[src/rtl/dht_pkg.sv]
// Shared types, codes and default sizes of the double hashing table.
package dht_pkg;

    localparam int TABLE_SLOTS_DEF = 13;
    localparam int STEP_PRIME_DEF  = 7;
    localparam int KEY_BITS_DEF    = 16;

    localparam int KEY_W  = 16;
    localparam int SLOT_W = 4;

    localparam logic MODE_INSERT = 1'b0;
    localparam logic MODE_SEARCH = 1'b1;

    typedef enum logic [1:0] {
        ST_INSERTED = 2'd0,
        ST_FULL     = 2'd1,
        ST_FOUND    = 2'd2,
        ST_MISSING  = 2'd3
    } status_t;

    typedef struct packed {
        logic             mode;
        logic [KEY_W-1:0] key;
    } req_t;

    typedef struct packed {
        status_t           status;
        logic [SLOT_W-1:0] slot;
    } rsp_t;

    typedef struct packed {
        logic    load;
        logic    hash;
        logic    setup;
        logic    issue;
        logic    finish;
        logic    write;
        logic    emit;
        status_t fin_status;
        logic    fin_slot;
    } cmd_t;

    typedef struct packed {
        logic search;
        logic full;
        logic rd_used;
        logic rd_match;
        logic rd_last;
        logic out_free;
    } stat_t;

endpackage

[src/rtl/dht_ctrl.sv]
// Control state machine that sequences hashing, probing and result hand-off.
module dht_ctrl (
    input  logic           clk,
    input  logic           rst_n,
    input  logic           req_valid,
    output logic           req_stall,
    input  dht_pkg::stat_t stat,
    output dht_pkg::cmd_t  cmd
);

    typedef enum logic [2:0] {
        S_IDLE,
        S_HASH,
        S_SETUP,
        S_ISSUE,
        S_PROBE,
        S_RESULT
    } state_t;

    state_t state_reg;
    state_t state_next;

    always_comb
    begin
        state_next     = state_reg;
        cmd            = '0;
        cmd.fin_status = dht_pkg::ST_MISSING;
        req_stall      = 1'b1;
        unique case (state_reg)
            S_IDLE:
            begin
                req_stall = 1'b0;
                if (req_valid)
                begin
                    cmd.load   = 1'b1;
                    state_next = S_HASH;
                end
            end
            S_HASH:
            begin
                cmd.hash   = 1'b1;
                state_next = S_SETUP;
            end
            S_SETUP:
            begin
                cmd.setup = 1'b1;
                if (!stat.search && stat.full)
                begin
                    cmd.finish     = 1'b1;
                    cmd.fin_status = dht_pkg::ST_FULL;
                    state_next     = S_RESULT;
                end
                else
                begin
                    state_next = S_ISSUE;
                end
            end
            S_ISSUE:
            begin
                cmd.issue  = 1'b1;
                state_next = S_PROBE;
            end
            S_PROBE:
            begin
                cmd.issue = 1'b1;
                priority if (!stat.rd_used)
                begin
                    cmd.finish = 1'b1;
                    state_next = S_RESULT;
                    if (stat.search)
                    begin
                        cmd.fin_status = dht_pkg::ST_MISSING;
                    end
                    else
                    begin
                        cmd.fin_status = dht_pkg::ST_INSERTED;
                        cmd.fin_slot   = 1'b1;
                        cmd.write      = 1'b1;
                    end
                end
                else if (stat.search && stat.rd_match)
                begin
                    cmd.finish     = 1'b1;
                    cmd.fin_status = dht_pkg::ST_FOUND;
                    cmd.fin_slot   = 1'b1;
                    state_next     = S_RESULT;
                end
                else if (stat.rd_last)
                begin
                    cmd.finish     = 1'b1;
                    cmd.fin_status = stat.search ? dht_pkg::ST_MISSING : dht_pkg::ST_FULL;
                    state_next     = S_RESULT;
                end
            end
            S_RESULT:
            begin
                if (stat.out_free)
                begin
                    cmd.emit   = 1'b1;
                    state_next = S_IDLE;
                end
            end
            default:
            begin
                state_next = S_IDLE;
            end
        endcase
    end

    always_ff @(posedge clk or negedge rst_n)
    begin
        if (!rst_n)
        begin
            state_reg <= S_IDLE;
        end
        else
        begin
            state_reg <= state_next;
        end
    end

    a_write_empty: assert property (@(posedge clk) disable iff (!rst_n)
        cmd.write |-> (!stat.rd_used && !stat.search))
        else $error("insert written over an occupied slot");

    a_accept_then_busy: assert property (@(posedge clk) disable iff (!rst_n)
        (req_valid && !req_stall) |=> (req_stall && !cmd.emit))
        else $error("new transaction taken while one is in flight");

endmodule

[src/rtl/dht_dpath.sv]
// Datapath: key hashing, probe address sequence, key store, slot flags and result registers.
module dht_dpath #(
    parameter int TABLE_SLOTS = dht_pkg::TABLE_SLOTS_DEF,
    parameter int STEP_PRIME  = dht_pkg::STEP_PRIME_DEF,
    parameter int KEY_BITS    = dht_pkg::KEY_BITS_DEF
) (
    input  logic          clk,
    input  logic          rst_n,
    input  dht_pkg::req_t req,
    output dht_pkg::rsp_t rsp,
    output logic          rsp_valid,
    input  logic          rsp_stall,
    input  dht_pkg::cmd_t cmd,
    output dht_pkg::stat_t stat
);

    localparam int KW  = (KEY_BITS < dht_pkg::KEY_W) ? KEY_BITS : dht_pkg::KEY_W;
    localparam int SW  = $clog2(TABLE_SLOTS);
    localparam int FW  = $clog2(TABLE_SLOTS + 1);
    localparam int PW  = (STEP_PRIME > 2) ? $clog2(STEP_PRIME) : 1;
    localparam int MW  = KW + 32;
    localparam int RW  = KW + 8;
    localparam logic [63:0] RECIP_ONE  = 64'd1 << 32;
    localparam logic [31:0] HOME_RECIP = 32'(RECIP_ONE / TABLE_SLOTS);
    localparam logic [31:0] STEP_RECIP = 32'(RECIP_ONE / STEP_PRIME);

    logic [KW-1:0]          key_mem [TABLE_SLOTS];
    logic [TABLE_SLOTS-1:0] used_reg;
    logic [FW-1:0]          fill_reg;

    logic                   mode_reg;
    logic [KW-1:0]          key_reg;
    logic [MW-1:0]          prod_home_reg;
    logic [MW-1:0]          prod_step_reg;
    logic [SW-1:0]          pos_reg;
    logic [SW-1:0]          step_reg;
    logic [SW-1:0]          cnt_reg;

    logic [KW-1:0]          rd_key_reg;
    logic                   rd_used_reg;
    logic [SW-1:0]          rd_pos_reg;
    logic                   rd_last_reg;

    dht_pkg::status_t       res_status_reg;
    logic [dht_pkg::SLOT_W-1:0] res_slot_reg;
    dht_pkg::rsp_t          rsp_reg;
    logic                   out_valid_reg;

    logic [SW-1:0]          step_rom [STEP_PRIME];

    logic [KW-1:0]          q_home;
    logic [KW-1:0]          q_step;
    logic [RW-1:0]          diff_home;
    logic [RW-1:0]          diff_step;
    logic [RW-1:0]          rem_home;
    logic [RW-1:0]          rem_step;
    logic [SW:0]            pos_sum;
    logic [SW-1:0]          pos_next;
    logic [SW+dht_pkg::SLOT_W-1:0] pos_ext;

    for (genvar g = 0; g < STEP_PRIME; g++)
    begin : g_step_rom
        assign step_rom[g] = SW'((STEP_PRIME - g) % TABLE_SLOTS);
    end

    always_comb
    begin
        q_home    = prod_home_reg[MW-1:32];
        q_step    = prod_step_reg[MW-1:32];
        diff_home = RW'(key_reg) - RW'(q_home) * RW'(TABLE_SLOTS);
        diff_step = RW'(key_reg) - RW'(q_step) * RW'(STEP_PRIME);
        rem_home  = (diff_home >= RW'(TABLE_SLOTS)) ? diff_home - RW'(TABLE_SLOTS) : diff_home;
        rem_step  = (diff_step >= RW'(STEP_PRIME)) ? diff_step - RW'(STEP_PRIME) : diff_step;
        pos_sum   = (SW+1)'(pos_reg) + (SW+1)'(step_reg);
        pos_next  = (pos_sum >= (SW+1)'(TABLE_SLOTS)) ?
                    SW'(pos_sum - (SW+1)'(TABLE_SLOTS)) : SW'(pos_sum);
        pos_ext   = (SW+dht_pkg::SLOT_W)'(rd_pos_reg);
    end

    always_ff @(posedge clk)
    begin
        if (cmd.load)
        begin
            mode_reg <= req.mode;
            key_reg  <= req.key[KW-1:0];
        end
        if (cmd.hash)
        begin
            prod_home_reg <= MW'(key_reg) * MW'(HOME_RECIP);
            prod_step_reg <= MW'(key_reg) * MW'(STEP_RECIP);
        end
        if (cmd.setup)
        begin
            pos_reg  <= SW'(rem_home);
            step_reg <= step_rom[PW'(rem_step)];
            cnt_reg  <= '0;
        end
        else if (cmd.issue)
        begin
            rd_key_reg  <= key_mem[pos_reg];
            rd_used_reg <= used_reg[pos_reg];
            rd_pos_reg  <= pos_reg;
            rd_last_reg <= (cnt_reg == SW'(TABLE_SLOTS - 1));
            pos_reg     <= pos_next;
            cnt_reg     <= cnt_reg + 1'b1;
        end
        if (cmd.finish)
        begin
            res_status_reg <= cmd.fin_status;
            res_slot_reg   <= cmd.fin_slot ? pos_ext[dht_pkg::SLOT_W-1:0] : '0;
        end
        if (cmd.emit)
        begin
            rsp_reg.status <= res_status_reg;
            rsp_reg.slot   <= res_slot_reg;
        end
    end

    always_ff @(posedge clk)
    begin
        if (cmd.write)
        begin
            key_mem[rd_pos_reg] <= key_reg;
        end
    end

    always_ff @(posedge clk or negedge rst_n)
    begin
        if (!rst_n)
        begin
            used_reg      <= '0;
            fill_reg      <= '0;
            out_valid_reg <= 1'b0;
        end
        else
        begin
            if (cmd.write)
            begin
                used_reg[rd_pos_reg] <= 1'b1;
                fill_reg             <= fill_reg + 1'b1;
            end
            if (cmd.emit)
            begin
                out_valid_reg <= 1'b1;
            end
            else if (!rsp_stall)
            begin
                out_valid_reg <= 1'b0;
            end
        end
    end

    assign stat.search   = (mode_reg == dht_pkg::MODE_SEARCH);
    assign stat.full     = (fill_reg == FW'(TABLE_SLOTS));
    assign stat.rd_used  = rd_used_reg;
    assign stat.rd_match = (rd_key_reg == key_reg);
    assign stat.rd_last  = rd_last_reg;
    assign stat.out_free = !out_valid_reg || !rsp_stall;

    assign rsp       = rsp_reg;
    assign rsp_valid = out_valid_reg;

    a_fill_tracks_used: assert property (@(posedge clk) disable iff (!rst_n)
        $countones(used_reg) == int'(fill_reg))
        else $error("fill count disagrees with occupied slots");

    a_no_write_full: assert property (@(posedge clk) disable iff (!rst_n)
        cmd.write |-> (fill_reg < FW'(TABLE_SLOTS)))
        else $error("insert written into a full table");

endmodule

[src/rtl/double_hash_table_core.sv]
// Top level of the double hashing table: controller plus datapath.
// Each transaction inserts or searches one key in an open-addressing table of TABLE_SLOTS
// slots; the home slot is key mod TABLE_SLOTS and the probe step is STEP_PRIME minus key mod
// STEP_PRIME. One item is handled at a time; 1 to TABLE_SLOTS slots are probed, and an
// insert into a full table is rejected in the setup state without probing. The idle state
// takes the transaction, the hash and setup states compute both hashes, the issue state
// addresses the key store, the probe state reads one slot per cycle through its single
// read port, and the result state hands the result to the output register once it is free;
// the output register holds a finished result while the next transaction is accepted.
// After reset every slot is empty; no clearing pass is needed.
module double_hash_table_core #(
    parameter int TABLE_SLOTS = dht_pkg::TABLE_SLOTS_DEF,
    parameter int STEP_PRIME  = dht_pkg::STEP_PRIME_DEF,
    parameter int KEY_BITS    = dht_pkg::KEY_BITS_DEF
) (
    input  logic          clk,
    input  logic          rst_n,
    input  logic          req_valid,
    output logic          req_stall,
    input  dht_pkg::req_t req,
    output logic          rsp_valid,
    input  logic          rsp_stall,
    output dht_pkg::rsp_t rsp
);

    dht_pkg::cmd_t  cmd;
    dht_pkg::stat_t stat;

    dht_ctrl u_ctrl (
        .clk       (clk),
        .rst_n     (rst_n),
        .req_valid (req_valid),
        .req_stall (req_stall),
        .stat      (stat),
        .cmd       (cmd)
    );

    dht_dpath #(
        .TABLE_SLOTS (TABLE_SLOTS),
        .STEP_PRIME  (STEP_PRIME),
        .KEY_BITS    (KEY_BITS)
    ) u_dpath (
        .clk       (clk),
        .rst_n     (rst_n),
        .req       (req),
        .rsp       (rsp),
        .rsp_valid (rsp_valid),
        .rsp_stall (rsp_stall),
        .cmd       (cmd),
        .stat      (stat)
    );

endmodule
[config.mk]
export PLATFORM = sky130hd
export DESIGN_NAME = double_hash_table_core
export DESIGN_NICKNAME = d
export VERILOG_FILES = /design/src/rtl/dht_pkg.sv /design/src/rtl/dht_ctrl.sv /design/src/rtl/dht_dpath.sv /design/src/rtl/double_hash_table_core.sv
export SDC_FILE = /design/constraint.sdc
export NUM_CORES = 1
export LEC_CHECK = 0
export ABC_AREA = 1
export BUFFER_PORTS_ARGS = -buffer_cell sky130_fd_sc_hd__buf_2
export CAP_MARGIN = 20
export CORE_MARGIN = 1
export CORE_UTILIZATION = 50
export DETAILED_ROUTE_END_ITERATION = 16
export PLACE_DENSITY = 0.65
export SYNTH_ARGS = -nofsm -noshare
export SYNTH_HDL_FRONTEND = slang
export SYNTH_SLANG_ARGS = --single-unit
[constraint.sdc]
create_clock -name clk -period 15.5 [get_ports clk]
set_clock_uncertainty 0.15 [all_clocks]
set_input_delay 2.325 -clock clk [delete_from_list [all_inputs] [get_ports clk]]
set_output_delay 2.325 -clock clk [all_outputs]
set_load 0.01 [all_outputs]
==> results of run 1 <==
-- placed cells by master, fill, tap and decap left out, types with 21 or more instances in the layout --
cell type,count
nand4_1,31
buf_2,28
nand2_1,366
fa_1,193
buf_4,40
ha_1,316
nand3_1,89
clkbuf_16,36
dfrtp_1,21
a21oi_1,120
xor2_1,35
o22ai_1,50
o21ai_0,216
edfxtp_1,293
inv_1,563
nor2_1,290
-- cell type report --
cell class,instances,area (um2)
fill,4703,23100
multi-input combinational,1877,14500
sequential,318,9400
inverter,568,2130
clock buffer,44,931
tap,680,851
timing repair buffer,68,440
clock inverter,19,195
-- path summary, 6_finish.rpt --
| kind | start | endpoint | slack (ns) |
|---|---|---|---|
| worst max-delay path | u_dpath.key_reg[2] | u_dpath.prod_home_reg[42] | 9.14 |
| worst min-delay path | u_dpath.res_slot_reg[0] | u_dpath.rsp[0] | 0.27 |
| min in group asynchronous | rst_n | u_dpath.used_reg[2] | 1.60 |
| max in group asynchronous | rst_n | u_dpath.used_reg[3] | 13.26 |
| worst min register to register | u_dpath.res_slot_reg[0] | u_dpath.rsp[0] | 0.27 |
| worst max register to register | u_dpath.key_reg[2] | u_dpath.prod_home_reg[42] | 9.14 |
-- metal layers --
metal  global-route usage  routed length (um)  vias up
li1                     -                   -     9403
met1                0.358               30900     9582
met2                0.475               34300      537
met3               0.0257                3100      123
met4               0.0915                2270        0
met5                    0                   0        -
-- logic make-up (layout without fill, tap and decap cells) --
family,count (synthesis),count (layout)
buf+inv,611,699
compound gates,471,471
simple gates,846,846
fa+ha+maj,509,509
flops,318,318
xor+xnor,51,51
-- through the flow --
| step | hold slack, ns | utilization |
|---|---|---|
| floorplan | 0.250 | - |
| global placement | 0.253 | 0.530 |
| detailed placement | 0.257 | 0.530 |
| CTS | 0.270 | 0.552 |
| global route | 0.280 | 0.552 |
| finish | 0.269 | 0.552 |
==> results.md, run 1 <==
- Buffers plus inverters on the worst setup path: 4
- Crit start category: register
- Placed cell count: 3511
- Clk sinks: 318
- Total die area: 53200 um2
- Wire per inst: 19.7 um
- TritonCTS clock tree: yes
- Antenna Diode Count: 0
- Number of global-route vias before repair: 20123
- CP Data Required Time: 15.66 ns
- GRT overflow: 0
- Final ANT Viol Nets: 0
- Number of port buffers: 28
- Critical path class: reg -> reg
- Hold Crit Class: reg -> reg
- Mapped Cells: 2806
- Max Buffers Root-to-Sink: 3
- Residual DRC: 0
- Top-count cell post-synth: inv_1
- Worst path depth: 22
- Avg Synthesized Cell Area: 9.32 um2
- Most frequent CP cell: fa_1
- Share of Yosys cell area claimed by the top area cell type: 0.336
- Final instance area: 28400 um2
- Max-Slew Margin vs Limit: 0.395
- Synth cell types: 48
- Final setup vio count: 0
- Final setup margin: 9.14 ns
- Setup TNS after final layout: 0 ns
- Warning count from the yosys run: 0
- First-pass GRT wire length: 111000 um
- CP max stage delay: 0.59 ns
- Ys async rst share: 0.0660
- Vias/cell: 5.50
- Largest cells by area after synthesis: edfxtp_1 34%, ha_1 15%, fa_1 15%
- Worst slack at placement: 9.13 ns
- Worst Hold Depth: 0
- Worst path cell trace: buf_4 -> inv_1 -> fa_1 -> fa_1 -> fa_1 -> fa_1 -> fa_1 -> inv_1 -> fa_1 -> ha_1 -> nand2_1 -> nor2_1 -> nand2_1 -> nor4_1 -> nand3_1 -> nand3_1 -> a21o_1 -> nand2_1 -> inv_1 -> nor2_1 -> nand2_1 -> nand2_1
- Clk slew on worst S/H paths: 0.06 ns
- GPL Wtd Cong: 0.973
- Final min period: 6.36 ns
- Max FFs per register: 208
- Cell taking the most area after synthesis: edfxtp_1
- Max Cap Viol: 0
- Cell Area, Placed: 27300 um2
- Syn-to-layout area delta: 8.65%
- Width of the chip: 231 um
- Seq cells post-synth: 318
- Post-synth top flop: edfxtp_1
- Synth Area in Simple Gates: 0.136
- Outcome: finished clean
- # hold bufs at CTS: 0
- Fin crit share: 0.410
- Tightest Pin Transition: 0.907 ns
- Ports: 29
- Post-CTS sizing: 0
- Post-Synth Adder-Cell Area: 0.299
- Nets: 3399
- First DRT Iteration DRCs: 1323
- Drt first pass iters: 5
- Overall Global Routing Usage: 0.273
- CORE AREA: 51500 um2
- Initial Util: 0.508
- Worst skew pair latency: 0.56 ns
- Routed via count: 19645
- Share of post-route cells with drive strength above 1: 0.0529
- R2R cell count: 22
- Mux contribution to synthesized area: 0
- Num rows: 83
- Max-slew violation count: 0
- Post-synthesis compound-gate area fraction: 0.101
- Die Y: 231 um
- Root Buffer: clkbuf_16
- Post-Syn Nets: 3336
- Worst EP arrival: 6.52 ns
- Top Family by Delay on Critical Path: adder cells
- Synth Area in XOR/XNOR: 0.0171
- Post-synth EDFFs: 293
- Final Hold Fails: 0
- Post-Route WL: 70600 um
- Commonest cells post-synth: 564 x inv_1, 366 x nand2_1, 316 x ha_1
- Register area share after synthesis: 0.360
- Mapped Area: 26100 um2
- Post-CTS Setup Inserts: 0
- Largest family of logic cells by synthesized area: adder cells
- Max frequency: 157 MHz
- Maximum number of pins on one net before global-route repair: 56
- Crit Path Max Fanout: 24
- Worst setup EP type: register
- CTS buffer count: 36
- RSZ-0062 raised after global routing: false
- Worst path slowest cell: fa_1
- Finished Layout Cells: 3574
- Hpwl dp: 53700 um
- Initial antenna violation count: 0
- H-tree levels: 2
Power of run 1 is not shown: default switching activity piles up to over one toggle a cycle in this logic, so the estimate is an artifact.
==> run 2, diff against run 1 <==
Settings changed: ABC_AREA 1 to 0, PLACE_DENSITY 0.65 to 0.68.
Clock period 15.5 ns to 5.75 ns, I/O delays scaled along.
==> run 2 against run 1 <==
The run now ends with DRC, setup timing left. Critical endpoint is now u_dpath.prod_home_reg[43]. Register-to-register slack worse by 9.3 ns. Synthesized cell count is 33% lower. Critical path depth stayed put. Critical path type unchanged.
==> results.md, run 2 <==
- Residual DRC: 8
- Commonest cells post-synth: 396 x inv_1, 316 x ha_1, 293 x edfxtp_1
- Crit start category: register
- Die Y: 220 um
- Top Family by Delay on Critical Path: adder cells
- RSZ-0062 raised after global routing: true
- Seq cells post-synth: 318
- Max-slew violation count: 0
- GPL Wtd Cong: 0.943
- Reg2reg setup slack: -0.14 ns
- Most frequent cells in the layout: 380 x inv_1, 298 x ha_1, 293 x edfxtp_1
- Root Buffer: clkbuf_16
- Worst R2R Start: u_dpath.key_reg[14]
- Register area share after synthesis: 0.394
- H-tree levels: 2
- Drt first pass iters: 11
- TritonCTS clock tree: yes
- Width of the chip: 220 um
- Met2 Use GR: 0.423
- Post-synth top flop: edfxtp_1
- Routed via count: 14822
- Hpwl dp: 42500 um
- Initial Util: 0.510
- First DRT Iteration DRCs: 802
- Setup TNS after final layout: -0.818 ns
- Worst setup EP type: register
- CTS buffer count: 36
- R2R cell count: 22
- Tightest Pin Transition: 1.10 ns
- Failing checks: DRC, setup timing
- Critical path class: reg -> reg
- Ports: 29
- Vias/cell: 5.52
- Capture point of the worst reg-to-reg path: u_dpath.prod_home_reg[43]
- Mapped Cells: 1874
- Number of global-route vias before repair: 15834
- Synth cell types: 69
- # hold bufs at CTS: 0
- Nets: 2581
- Number of port buffers: 28
- Clk slew on worst S/H paths: 0.06 ns
- Wire per inst: 20.6 um
- Syn-to-layout area delta: 14.9%
- Commonest non-fill, non-tap cell in the layout: inv_1
- Share of Yosys cell area claimed by the top area cell type: 0.369
- Outcome: finished, violations left
- Total die area: 48600 um2
- Top-count cell post-synth: inv_1
- Overall Global Routing Usage: 0.241
- Cell taking the most area after synthesis: edfxtp_1
- Worst path slowest cell: fa_2
- Max FFs per register: 208
- Largest cells by area after synthesis: edfxtp_1 37%, ha_1 17%, fa_1 16%
- Mapped Area: 23800 um2
- First-pass GRT wire length: 88000 um
- Final ANT Viol Nets: 0
- Worst EP arrival: 6.03 ns
- GRT overflow: 0
- Clk sinks: 318
- Worst path cell trace: buf_6 -> fa_2 -> xor2_1 -> ha_2 -> a21o_1 -> fa_1 -> inv_2 -> fa_1 -> inv_2 -> fa_1 -> inv_2 -> fa_1 -> inv_2 -> ha_4 -> a211o_1 -> a221oi_2 -> a21boi_2 -> nor3_4 -> o31ai_4 -> a21boi_2 -> o21bai_1 -> xor2_1
- Final setup margin: -0.140 ns
- Max Cap Viol: 0
- Post-synth EDFFs: 293
- GRT busiest layer: met2
- CP max stage delay: 0.59 ns
- CP Data Required Time: 5.89 ns
- Fin crit share: 1.02
- Warning count from the yosys run: 0
- Crit Path Max Fanout: 4
- Max frequency: 170 MHz
- Max Buffers Root-to-Sink: 3
- Post-Route WL: 55400 um
- Final min period: 5.89 ns
- Hold Crit Class: in -> async
- CORE AREA: 46800 um2
- Met3 Track Usage GR: 0.0416
- Initial antenna violation count: 3
- Max-Slew Margin vs Limit: 0.267
- Avg Synthesized Cell Area: 12.7 um2
- Buffers plus inverters on the worst setup path: 5
- Ys async rst share: 0.0660
- Post-Syn Nets: 2404
- Final setup vio count: 9
- Maximum number of pins on one net before global-route repair: 55
- GR Util met1: 0.304
- Share of post-route cells with drive strength above 1: 0.199
- Num rows: 79
- Worst skew pair latency: 0.54 ns
- Final Hold Fails: 0
## run 2: changes by cell type in the layout (fill, tap and decap cells not counted), moves of 68 or more
cell,before,now
buf_4,40,125
nor2_1,290,62
o21ai_0,216,32
mux4_2,0,68
nand3_1,89,9
nand2_1,366,45
a21oi_1,120,52
inv_1,563,380
## run 2: worst max-delay path by stage
stage,from,to,slack [ns],cells past startpoint
floorplan,u_dpath.key_reg[2],u_dpath.prod_home_reg[43],-0.21,20
global placement,u_dpath.key_reg[14],u_dpath.prod_home_reg[43],-0.25,23
detailed placement,u_dpath.key_reg[14],u_dpath.prod_home_reg[43],-0.37,23
CTS,u_dpath.key_reg[14],u_dpath.prod_home_reg[43],-0.09,21
global route,u_dpath.key_reg[14],u_dpath.prod_home_reg[43],-0.37,22
finish,u_dpath.key_reg[14],u_dpath.prod_home_reg[43],-0.14,22
## run 2: layout make-up
type / count / area [um2]
fillers: 3661 / 19400
flip-flops and latches: 318 / 9400
clock buffers: 42 / 933
diodes: 1 / 2.50
inverters: 397 / 1490
well taps: 607 / 759
clock inverters: 22 / 185
repair buffers: 168 / 1280
multi-input cells: 1130 / 13300
## run 2: timing repair
item / in CTS / in global routing
buffers inserted: 5 / 14
resized for setup: 36 / 55
endpoints found under the hold margin: 0 / 0
pin swaps: 29 / 53
setup endpoints to repair: 16 / 22
gates cloned: 0 / 0
## run 2: metal layers
layer | vias to the layer above | part of all wire
met3 | 91 | 0.050
met2 | 354 | 0.51
met5 | - | 0
met1 | 7515 | 0.41
met4 | 0 | 0.030
li1 | 6862 | -
## run 2: per-stage QoR
step / hold WS (ns) / std cells / setup slack [ns] / area, um2 / util
finish: 0.137 / 2685 / -0.140 / 27400 / 0.586
global route: 0.156 / 2684 / -0.374 / 27400 / 0.586
CTS: 0.131 / 2672 / -0.0879 / 27000 / 0.578
detailed placement: 0.255 / 2605 / -0.369 / 25700 / 0.550
global placement: 0.254 / 2601 / -0.251 / 25600 / 0.549
floorplan: 0.250 / 1874 / -0.211 / 23900 / -
## run 2: cell families (layout without fill, tap and decap cells)
logic type / count (synthesis) / count (layout) / synth area share
xor+xnor: 66 / 66 / 0.0242
buf+inv: 426 / 629 / 0.0673
fa+ha+maj: 509 / 509 / 0.328
compound gates: 222 / 222 / 0.0618
other cells: 0 / 1 / 0
flops: 318 / 318 / 0.394
mux: 80 / 80 / 0.0697
simple gates: 253 / 253 / 0.0545
Power of run 2 is left out for the same reason.
==> run 3, diff against run 2 <==
Settings changed: ABC_AREA 0 to 1, CORE_MARGIN 1 to not set.
==> run 3 against run 2 <==
The flow now finishes without violations. Global-route usage increased by 3.2 points. Via count up 37%. Fmax rose by 3.9%. Cell area is 8.8% higher. Wire length increased by 29%. Sequential cell count unchanged. Core utilization fell by 0.72 points.
==> results.md, run 3 (synthesis gave the netlist of run 1 again) <==
- Final setup vio count: 0
- Final min period: 5.67 ns
- Max FFs per register: 208
- Max frequency: 176 MHz
- Crit start category: register
- Crit Path Max Fanout: 3
- Number of global-route vias before repair: 20761
- RSZ-0062 raised after global routing: true
- Tightest Pin Transition: 0.942 ns
- Overall Global Routing Usage: 0.273
- Max-slew violation count: 0
- GRT overflow: 0
- Nets: 3523
- Die Y: 231 um
- Worst R2R Start: u_dpath.key_reg[2]
- Met3 Track Usage GR: 0.0324
- Worst setup EP type: register
- Worst EP arrival: 5.81 ns
- Setup crit start: u_dpath.key_reg[2]
- Cell Area, Placed: 28100 um2
- Final instance area: 29800 um2
- Maximum number of pins on one net before global-route repair: 64
- Vias/cell: 5.48
- First DRT Iteration DRCs: 1558
- Hpwl dp: 55400 um
- Drt first pass iters: 5
- CP Data Required Time: 5.89 ns
- Fin crit share: 0.986
- Commonest non-fill, non-tap cell in the layout: inv_1
- Initial antenna violation count: 0
- Hold Crit Class: in -> async
- Initial Util: 0.508
- Max Buffers Root-to-Sink: 3
- First-pass GRT wire length: 112000 um
- Number of port buffers: 28
- GPL Wtd Cong: 0.952
- Max-Slew Margin vs Limit: 0.372
- Share of post-route cells with drive strength above 1: 0.124
- Root Buffer: clkbuf_16
- Worst skew pair latency: 0.55 ns
- Clk sinks: 318
- Outcome: finished clean
- Routed via count: 20250
- Width of the chip: 231 um
- Antenna Diode Count: 0
- Most frequent cells in the layout: 543 x inv_1, 356 x nand2_1, 296 x ha_1
- Met2 Use GR: 0.486
- Residual DRC: 0
- Final Hold Fails: 0
- Syn-to-layout area delta: 14.0%
- GR Util met1: 0.338
- Final ANT Viol Nets: 0
- CORE AREA: 51500 um2
- Num rows: 83
- Max Cap Viol: 0
- Wire per inst: 19.4 um
- TritonCTS clock tree: yes
- Clk slew on worst S/H paths: 0.06 ns
- GRT busiest layer: met2
- Post-Route WL: 71600 um
- CTS buffer count: 34
- Total die area: 53200 um2
- Ports: 29
- H-tree levels: 2
- Critical path class: reg -> reg
## run 3: changes by cell type in the layout (fill, tap and decap cells not counted), moves of 16 or more
cell,previous run,this run
nand2_1,45,356
o21ai_0,32,208
o22ai_1,3,50
nand2b_1,16,0
buf_4,125,158
inv_1,380,543
nor2_1,62,280
a21oi_1,52,107
nand3_1,9,84
mux4_2,68,0
xnor2_1,44,15
## run 3: metrics by stage
| stage | hold slack [ns] | utilization | TNS (ns) | worst slack [ns] | cells |
|---|---|---|---|---|---|
| final | 0.119 | 0.579 | 0 | 0.0825 | 3697 |
| after global routing | 0.155 | 0.579 | -0.225 | -0.0546 | 3697 |
| after CTS | 0.108 | 0.569 | 0 | 0.0111 | 3681 |
| after detailed placement | 0.265 | 0.546 | -0.558 | -0.258 | 3618 |
| after global placement | 0.258 | 0.546 | -0.487 | -0.261 | 3618 |
| after floorplan | 0.250 | - | 0 | 0.00181 | 2806 |
## run 3: path summary, 6_finish.rpt
kind | to | slack, ns | cells past startpoint
max | u_dpath.prod_home_reg[42] | 0.08 | 21
min | u_dpath.used_reg[0] | 0.12 | 1
max reg2reg | u_dpath.prod_home_reg[42] | 0.08 | 21
min reg2reg | u_dpath.rsp[3] | 0.27 | 0
max in group asynchronous | u_dpath.used_reg[3] | 5.00 | 1
min in group clk | u_dpath.rsp[3] | 0.27 | 0
## run 3: layer usage
| metal | vias up | share of wire |
|---|---|---|
| met5 | - | 0 |
| met4 | 0 | 0.038 |
| met3 | 141 | 0.052 |
| met2 | 567 | 0.50 |
| met1 | 9874 | 0.41 |
| li1 | 9668 | - |
## run 3: cell type report
| class | count | area (um2) |
|---|---|---|
| well taps | 680 | 851 |
| repair buffers | 194 | 1420 |
| clock buffers | 46 | 916 |
| inverters | 568 | 2130 |
| multi-input cells | 1877 | 14900 |
| fillers | 4516 | 21700 |
| clock inverters | 14 | 170 |
| flip-flops and latches | 318 | 9400 |
## run 3: critical path: stages (launching register included)
cell      delay (ns)
edfxtp_1        0.40
inv_2           0.07
fa_1            0.58
fa_1            0.46
fa_2            0.61
fa_2            0.50
fa_1            0.55
inv_1           0.05
fa_1            0.48
ha_4            0.30
nand2_1         0.09
nor2_2          0.13
nand2_2         0.09
nor4_4          0.29
nand3_1         0.14
nand3_2         0.12
a21o_1          0.14
nand2_1         0.06
inv_2           0.06
nor2_1          0.04
nand2_1         0.07
nand2_1         0.05
## run 3: timing repair
action	4_1_cts	5_1_grt
pin swaps	12	56
hold buffers	0	0
buffers inserted	3	16
setup endpoints to repair	10	26
resized for setup	19	97
Power of run 3 is left out for the same reason.
